$ cat src/hdl/assert_macros.svh
// Assertion macros shared by the sorted timer queue modules
`ifndef ASSERT_MACROS_SVH
`define ASSERT_MACROS_SVH

// Clocked property, disabled while reset is asserted
`define STQ_ASSERT(label, prop, msg) \
  label: assert property (@(posedge clk) disable iff (!rst_n) (prop)) else $error(msg);

// Condition that must never hold outside reset
`define STQ_NEVER(label, cond, msg) \
  `STQ_ASSERT(label, !(cond), msg)

`endif

$ cat src/hdl/stq_pkg.sv
// Package: sizes, result codes and controller/datapath interface types
`timescale 1ns / 1ps

package stq_pkg;

  localparam int QUEUE_DEPTH = 16;
  localparam int TAG_BITS    = 16;

  localparam int DL_W    = 32;
  localparam int TAG_W   = 16;
  localparam int TAG_KEEP = (TAG_BITS < TAG_W) ? TAG_BITS : TAG_W;
  localparam int CNT_W   = $clog2(QUEUE_DEPTH + 1);
  localparam int STAT_W  = 2;

  localparam logic [STAT_W-1:0] ST_INSERTED = 2'd0;
  localparam logic [STAT_W-1:0] ST_FULL     = 2'd1;
  localparam logic [STAT_W-1:0] ST_POPPED   = 2'd2;
  localparam logic [STAT_W-1:0] ST_NONE     = 2'd3;

  localparam logic REQ_INSERT = 1'b0;
  localparam logic REQ_POP    = 1'b1;

  typedef struct packed {
    logic              insert_en;
    logic              pop_en;
    logic              load_res;
    logic [STAT_W-1:0] res_code;
  } stq_cmd_t;

  typedef struct packed {
    logic full;
    logic head_due;
  } stq_sts_t;

endpackage

$ cat src/hdl/stq_ctrl.sv
// Controller: input handshake, request decode and result valid state
`timescale 1ns / 1ps
`include "assert_macros.svh"

module stq_ctrl (
  input  logic              clk,
  input  logic              rst_n,
  input  logic              in_valid,
  output logic              in_stall,
  input  logic              in_req_type,
  output logic              out_valid,
  input  logic              out_stall,
  input  stq_pkg::stq_sts_t sts,
  output stq_pkg::stq_cmd_t cmd
);

  localparam logic S_IDLE = 1'b0;
  localparam logic S_HOLD = 1'b1;

  logic state_r;
  logic state_nxt;
  logic accept;

  assign out_valid = (state_r == S_HOLD);
  assign in_stall  = out_valid && out_stall;
  assign accept    = in_valid && !in_stall;

  always_comb begin
    cmd.insert_en = 1'b0;
    cmd.pop_en    = 1'b0;
    cmd.load_res  = accept;
    cmd.res_code  = stq_pkg::ST_NONE;
    case (in_req_type)
      stq_pkg::REQ_INSERT: begin
        if (sts.full) begin
          cmd.res_code = stq_pkg::ST_FULL;
        end else begin
          cmd.insert_en = accept;
          cmd.res_code  = stq_pkg::ST_INSERTED;
        end
      end
      stq_pkg::REQ_POP: begin
        if (sts.head_due) begin
          cmd.pop_en   = accept;
          cmd.res_code = stq_pkg::ST_POPPED;
        end
      end
      default: cmd.res_code = stq_pkg::ST_NONE;
    endcase
  end

  always_comb begin
    state_nxt = state_r;
    case (state_r)
      S_IDLE: if (accept) state_nxt = S_HOLD;
      S_HOLD: if (!out_stall && !accept) state_nxt = S_IDLE;
      default: state_nxt = S_IDLE;
    endcase
  end

  always_ff @(posedge clk) begin
    if (!rst_n) begin
      state_r <= S_IDLE;
    end else begin
      state_r <= state_nxt;
    end
  end

  `STQ_NEVER(a_ins_pop_excl, cmd.insert_en && cmd.pop_en, "insert and pop together")
  `STQ_NEVER(a_ins_when_full, cmd.insert_en && sts.full, "insert into full queue")
  `STQ_ASSERT(a_acc_gives_res, accept |=> out_valid, "accepted item left no result")

endmodule

$ cat src/hdl/stq_dp.sv
// Datapath: chain of sorted timer cells, entry count and result register
`timescale 1ns / 1ps
`include "assert_macros.svh"

module stq_dp (
  input  logic                           clk,
  input  logic                           rst_n,
  input  stq_pkg::stq_cmd_t              cmd,
  output stq_pkg::stq_sts_t              sts,
  input  logic [stq_pkg::DL_W-1:0]       in_deadline,
  input  logic [stq_pkg::TAG_W-1:0]      in_timer_tag,
  input  logic [stq_pkg::DL_W-1:0]       in_now_time,
  output logic [stq_pkg::STAT_W-1:0]     out_status,
  output logic [stq_pkg::DL_W-1:0]       out_expired_deadline,
  output logic [stq_pkg::TAG_W-1:0]      out_expired_tag
);

  localparam int D = stq_pkg::QUEUE_DEPTH;

  logic [stq_pkg::DL_W-1:0]     dl_r  [D];
  logic [stq_pkg::TAG_KEEP-1:0] tag_r [D];
  logic [stq_pkg::CNT_W-1:0]    cnt_r;
  logic [D-1:0]                 keep;
  logic [stq_pkg::TAG_KEEP-1:0] new_tag;

  logic [stq_pkg::STAT_W-1:0]   res_status_r;
  logic [stq_pkg::DL_W-1:0]     res_dl_r;
  logic [stq_pkg::TAG_W-1:0]    res_tag_r;

  assign new_tag      = in_timer_tag[stq_pkg::TAG_KEEP-1:0];
  assign sts.full     = (cnt_r == stq_pkg::CNT_W'(D));
  assign sts.head_due = (cnt_r != '0) && (dl_r[0] <= in_now_time);

  // keep: valid cell whose deadline is not later than the new one
  for (genvar i = 0; i < D; i++) begin : g_cell
    assign keep[i] = (cnt_r > stq_pkg::CNT_W'(i)) && (dl_r[i] <= in_deadline);

    always_ff @(posedge clk) begin
      if (cmd.insert_en && !keep[i]) begin
        if (i == 0) begin
          dl_r[i]  <= in_deadline;
          tag_r[i] <= new_tag;
        end else if (keep[(i == 0) ? 0 : i-1]) begin
          dl_r[i]  <= in_deadline;
          tag_r[i] <= new_tag;
        end else begin
          dl_r[i]  <= dl_r[(i == 0) ? 0 : i-1];
          tag_r[i] <= tag_r[(i == 0) ? 0 : i-1];
        end
      end else if (cmd.pop_en && (i < D-1)) begin
        dl_r[i]  <= dl_r[(i < D-1) ? i+1 : i];
        tag_r[i] <= tag_r[(i < D-1) ? i+1 : i];
      end
    end
  end

  always_ff @(posedge clk) begin
    if (!rst_n) begin
      cnt_r <= '0;
    end else if (cmd.insert_en) begin
      cnt_r <= cnt_r + stq_pkg::CNT_W'(1);
    end else if (cmd.pop_en) begin
      cnt_r <= cnt_r - stq_pkg::CNT_W'(1);
    end
  end

  always_ff @(posedge clk) begin
    if (cmd.load_res) begin
      res_status_r <= cmd.res_code;
      res_dl_r     <= cmd.pop_en ? dl_r[0] : '0;
      res_tag_r    <= cmd.pop_en ? stq_pkg::TAG_W'(tag_r[0]) : '0;
    end
  end

  assign out_status           = res_status_r;
  assign out_expired_deadline = res_dl_r;
  assign out_expired_tag      = res_tag_r;

  `STQ_NEVER(a_cnt_range, cnt_r > stq_pkg::CNT_W'(D), "entry count beyond depth")
  `STQ_ASSERT(a_cnt_inc, rst_n && cmd.insert_en |=> cnt_r == $past(cnt_r) + 1'b1, "insert count")
  `STQ_ASSERT(a_cnt_dec, rst_n && cmd.pop_en |=> cnt_r == $past(cnt_r) - 1'b1, "pop count")

endmodule

$ cat src/hdl/sorted_timer_queue.sv
// Top level: sorted timer queue, controller plus cell-chain datapath
`timescale 1ns / 1ps

// Sorted timer queue holding up to QUEUE_DEPTH timers ordered by deadline, equal
// deadlines in arrival order. Every item (insert or pop) is handled by a chain of
// compare-and-shift cells, so one item is taken per clock unless the input is
// stalled; the result sits in an output register, and the input stalls only while
// that result is itself stalled. Inserts into a full queue are dropped with status 1;
// a pop returns the head only when its deadline is not later than now_time.
module sorted_timer_queue (
  input  logic                           clk,
  input  logic                           rst_n,
  input  logic                           in_valid,
  output logic                           in_stall,
  input  logic                           in_req_type,
  input  logic [stq_pkg::DL_W-1:0]       in_deadline,
  input  logic [stq_pkg::TAG_W-1:0]      in_timer_tag,
  input  logic [stq_pkg::DL_W-1:0]       in_now_time,
  output logic                           out_valid,
  input  logic                           out_stall,
  output logic [stq_pkg::STAT_W-1:0]     out_status,
  output logic [stq_pkg::DL_W-1:0]       out_expired_deadline,
  output logic [stq_pkg::TAG_W-1:0]      out_expired_tag
);

  stq_pkg::stq_cmd_t cmd;
  stq_pkg::stq_sts_t sts;

  stq_ctrl u_ctrl (
    .clk         (clk),
    .rst_n       (rst_n),
    .in_valid    (in_valid),
    .in_stall    (in_stall),
    .in_req_type (in_req_type),
    .out_valid   (out_valid),
    .out_stall   (out_stall),
    .sts         (sts),
    .cmd         (cmd)
  );

  stq_dp u_dp (
    .clk                  (clk),
    .rst_n                (rst_n),
    .cmd                  (cmd),
    .sts                  (sts),
    .in_deadline          (in_deadline),
    .in_timer_tag         (in_timer_tag),
    .in_now_time          (in_now_time),
    .out_status           (out_status),
    .out_expired_deadline (out_expired_deadline),
    .out_expired_tag      (out_expired_tag)
  );

endmodule
$ cat config.mk
export PLATFORM = sky130hd
export DESIGN_NAME = sorted_timer_queue
export DESIGN_NICKNAME = d
export VERILOG_FILES = /design/src/hdl/stq_pkg.sv /design/src/hdl/stq_ctrl.sv /design/src/hdl/stq_dp.sv /design/src/hdl/sorted_timer_queue.sv
export VERILOG_INCLUDE_DIRS = /design/src /design/src/hdl
export SDC_FILE = /design/constraint.sdc
export NUM_CORES = 2
export LEC_CHECK = 0
export BUFFER_PORTS_ARGS = -buffer_cell sky130_fd_sc_hd__clkbuf_2
export CORE_UTILIZATION = 45
export CTS_BUF_LIST = sky130_fd_sc_hd__clkbuf_8
export CTS_CLUSTER_DIAMETER = 150
export CTS_CLUSTER_SIZE = 30
export DETAILED_ROUTE_END_ITERATION = 10
export GPL_ROUTABILITY_DRIVEN = 0
export PLACE_DENSITY = 0.69
export SETUP_SLACK_MARGIN = 0.4
export SLEW_MARGIN = 20
export SYNTH_ARGS = -nofsm -noshare
export SYNTH_HDL_FRONTEND = slang
export SYNTH_SLANG_ARGS = --single-unit
export TNS_END_PERCENT = 50
$ cat constraint.sdc
create_clock -name clk -period 11.4 [get_ports clk]
set_input_delay 1.14 -clock clk [delete_from_list [all_inputs] [get_ports clk]]
set_output_delay 1.14 -clock clk [all_outputs]
set_load 0.01 [all_outputs]
Yosys cells after proc, flatten, opt, wreduce, memory -nomap -nowiden:

Memory sizes are Yosys's and may differ from the RTL's.
Index checks and enable logic that the tools add are counted.

* $lt $le $gt $ge: 33
* eq/ne operators: 1
* add/subtract/negate cells: 2
* multiplexer cells: 195
* bitwise logic cells: 62
* reductions and logical operators: 57

Operators by type and width (number)
* $mux 32: 30
* $le 32x32->1: 17
* $mux 16: 30
* $mux 1: 131
* $or 1x1->1: 60
* $gt 5x4->1 const B: 8
* $logic_and 1x1->1: 36
* $gt 5x3->1 const B: 4
* $logic_not 1->1: 19
* $gt 5x1->1 const B: 2
* $gt 5x2->1 const B: 2
* $mux 5: 2
* $add 5x1->5 const B: 1
* $eq 5x5->1 const B: 1
* $reduce_bool 5->1: 1
* $sub 5x1->5 const B: 1
* $pmux 2 s2: 1
* $not 1->1: 2
* $pmux 1 s2: 1
* $reduce_bool 2->1: 1

* memories: 2
* output and inout bits: 52
* RAM bits: 768
* input port bits: 85
* register bits after elaboration: 56
* logic and storage cells: 357

Memories
* u_dp.dl_r: depth 16, width 32, rd ports 16, clocked after memory_dff 0, wr ports 16, RTL line stq_dp.sv:20 `logic [stq_pkg::DL_W-1:0] dl_r [D];`
* u_dp.tag_r: depth 16, width 16, rd ports 16, clocked after memory_dff 0, wr ports 16, RTL line stq_dp.sv:21 `logic [stq_pkg::TAG_KEEP-1:0] tag_r [D];`

Depth between registers and ports, before layout:

* depth after elaboration: 10
* depth in mapped cells: 13
* gate-level depth less buffers: 9

Hierarchy:

Synthesis repeated with hierarchy kept, for this count alone.

* cells, all modules: 4428
* area, all modules: 50319.5 µm²

By module, submodules not included
* stq_dp: sequential area each 24663.7 µm², cells an instance 4418, area each 50238.2 µm², times used 1
* stq_ctrl: sequential area each 20.0 µm², cells an instance 10, area each 81.3 µm², times used 1

Least setup slack after synthesis:

Ideal clock, no wire load.

* kind: input port to flip-flop
* from: in in_valid
* to: mem u_dp.dl_r[2][100] in the netlist's numbering, enable pin
* arrival time: 8.410 ns
* setup time: 0.520 ns
* stages: 5
* required time: 10.880 ns
* setup slack: 2.470 ns
* path buffers: 0
* cell sequence: a21boi_1 -> nand3b_1 -> a31oi_1 -> inv_1 -> o21ai_0

RTL lines
* start, declared: RTL line sorted_timer_queue.sv:13 `input logic in_valid,`
* end, declared: RTL line stq_dp.sv:20

==> out/metrics.csv <==
metric,value,unit
yosysSeqAreaShare,0.464,
cp.arrival,6190,ps
yosysMostFrequentCell,edfxtp_1,
hold_depth,2,
rsz0062_at_grt,no,
drc,0,
max_freq,178,MHz
p_switching,2080,uW
synthTopCellsByArea,"edfxtp_1 (46%), ha_1 (13%), a221o_1 (7.4%)",
postRouteAntennaNets,0,
syn_area,0.0532,mm2
area_growth,5.48,%
viasPerCell,6.74,
cts_tree,yes,
antenna_found_initial,9,
ir_drop,0.103,mV
path_class,reg -> reg,
final_cells,6485,
p_per_area,118,mW/mm2
grt_pass1_wl,246,mm
n_fill_cell,10547,
die_area,0.120,mm2
p_int,4510,uW
clk-insertion-delay-late,860,ps
post-cts-setup-buffer-count,0,
crit_path_start_kind,flip-flop,
slowest_stage,nor4_1,
initial_core_util,0.456,
switching_share,0.316,
cts_buffers,31,
ctsHoldBuffers,0,
ys_seq_elements,824,
tightest_slew,1330,ps
power_frac_comb,0.228,
core_area,0.117,mm2
crit_path_end_kind,flip-flop,
final_nets,5576,
path_clk_slew,190,ps
worstPathRequired,11980,ps
pwr-share-seq,0.590,
overflow,0,
post_drt_wl_per_cell,24.6,um
port_buffers,136,
finalSetupViolCount,0,
die_y,346,um
cp_common_cell,buf_4,
tns,0,ps
grt_max_degree,216,
slowest_delay,940,ps
die_w,346,um
drv_cap,0,
period_share,0.492,
ys.flop_type,edfxtp_1,
hold_violations,0,
grt_util_all_layers,0.255,
dr.pass1.iters,6,
synth_top_area_share,0.462,
clockPowerShare,0.182,
regArea,0.0247,mm2
drive_gt1_frac,0.0830,
hold_path.class,in -> reg,
wl,160,mm
path_cells,ha_1 -> nand4_1 -> nor4_1 -> o31ai_4 -> buf_4 -> a21oi_4 -> buf_4 -> buf_4 -> mux2_2 -> mux2_1,
grt_pass1_vias,41073,
synth_edf_count,818,
cts_buffer_depth,3,
syn_nets,5682,
avgSynthCellArea,10.5,um2
layout_min_cycle_time,5610,ps
dr.first_iter.drc_count,6056,
synth.cells.most_frequent,"edfxtp_1 (818), nand2_1 (766), ha_1 (549)",
skew,71.1,ps
yosysWarnings,0,
synthCells,5048,
multi_input_area,0.0270,mm2
dp_hpwl,116,mm
place_inst,6432,
netlist-cell-type-count,66,
cts.htree.levels,1,
outcome,"finished, final reports clean",
synth_top_area_cell,edfxtp_1,
std_cell_rows,125,
max-slew-margin-rel,0.115,
worst_r2r_path_depth,10,
io_pins,137,
cts_sinks,824,
cts_resized,0,
leakagePower,0.0207,uW
vias,43731,
async_flop_share,0,
slew_viol_final,0,
crit_fanout,98,
cts-root-buf,clkbuf_8,
-- flip-flops by register name, indices dropped and copies added, names as in the netlist --
name and cells:
u_dp.dl_r 512, u_dp.out_status 2, u_ctrl.out_valid 1, u_dp.cnt_r 5, u_dp.out_expired_tag 16, u_dp.tag_r 256, u_dp.out_expired_deadline 32
-- final cells by class --
class                           instances  share of cell area
Multi-Input combinational cell       3727               0.481
Sequential cell                       824               0.440
Tap cell                             1524              0.0340
Timing Repair Buffer                  262              0.0301
Clock buffer                           31             0.00760
Inverter                               96             0.00642
Clock inverter                         13             0.00109
Antenna cell                            8            0.000357
-- routing by layer --
| metal | vias up | share of wire | track usage |
|---|---|---|---|
| met4 | 2 | 0.021 | 0.0628 |
| met1 | 21400 | 0.45 | 0.389 |
| met3 | 177 | 0.11 | 0.0429 |
| met5 | - | 0.000069 | 0 |
| li1 | 19776 | - | - |
| met2 | 2376 | 0.42 | 0.374 |
-- through the flow --
stage	setup WS [ps]	cell area [um2]	util	hold slack (ps)	total power, uW
finish	5790	56100	0.481	517	6600
global route	5580	56100	0.481	507	6870
CTS	5860	56100	0.481	476	6580
detailed placement	5220	55600	0.476	530	5430
global placement	5250	55600	0.476	521	5360
floorplan	2470	53200	-	509	4940
-- layout by cell type, fill, tap and decap left out, types with 6 or more instances in the layout --
cell,count
diode_2,8
and2_1,56
and4_1,15
edfxtp_1,818
o221ai_1,12
ha_1,549
nor3_1,348
o211ai_1,216
o21ai_0,111
mux2_1,21
inv_1,108
o31ai_1,9
buf_4,121
a21oi_1,211
and2_0,17
a21o_1,63
nor2b_1,22
a211oi_1,41
nor2_1,86
nand4_1,305
mux2i_1,67
nand3_1,105
o211a_1,19
nand2_1,762
o21ai_4,12
mux2_2,58
or3_1,15
nor4_1,22
clkbuf_2,136
a31oi_1,54
a221o_1,391
o21a_1,39
a2111oi_0,8
dfxtp_1,6
clkbuf_8,31
-- power by group through the flow --
stage / clock (uW) / combinational, uW / sequential, uW
6_report: 1200 / 1500 / 3890
5_1_grt: 1300 / 1660 / 3920
4_1_cts: 1220 / 1480 / 3880
3_3_place_gp: 0 / 1420 / 3940
3_5_place_dp: 0 / 1480 / 3950
2_1_floorplan: 0 / 1040 / 3900
-- path summary, 6_finish.rpt --
check                    start  slack, ps                end
min reg2reg  u_dp.tag_r[0][21]        570   u_dp.tag_r[0][5]
min                   in_valid        520   u_ctrl.out_valid
max           u_dp.dl_r[0][29]       5790  u_dp.tag_r[2][12]
max reg2reg   u_dp.dl_r[0][29]       5790  u_dp.tag_r[2][12]
-- kinds of logic (layout without fill, tap and decap cells) --
kind of cell | count (synthesis) | in the layout | synth area share
muxes | 146 | 146 | 0.0293
and+or+nand+nor | 1787 | 1787 | 0.161
other | 0 | 8 | 0
AOI/OAI and AO/OA | 1245 | 1245 | 0.180
adders and majority gates | 549 | 549 | 0.129
buffers and inverters | 497 | 402 | 0.0373
DFF | 824 | 824 | 0.464
-- worst max-delay path, delay by kind of cell (launching register included) --
family | cells | cell delay (ps)
buf+inv | 3 | 1920
simple gates | 2 | 1110
mux | 2 | 720
compound gates | 2 | 590
flops | 1 | 560
fa+ha+maj | 1 | 350
No activity file was read; power rests on OpenSTA's default activity.
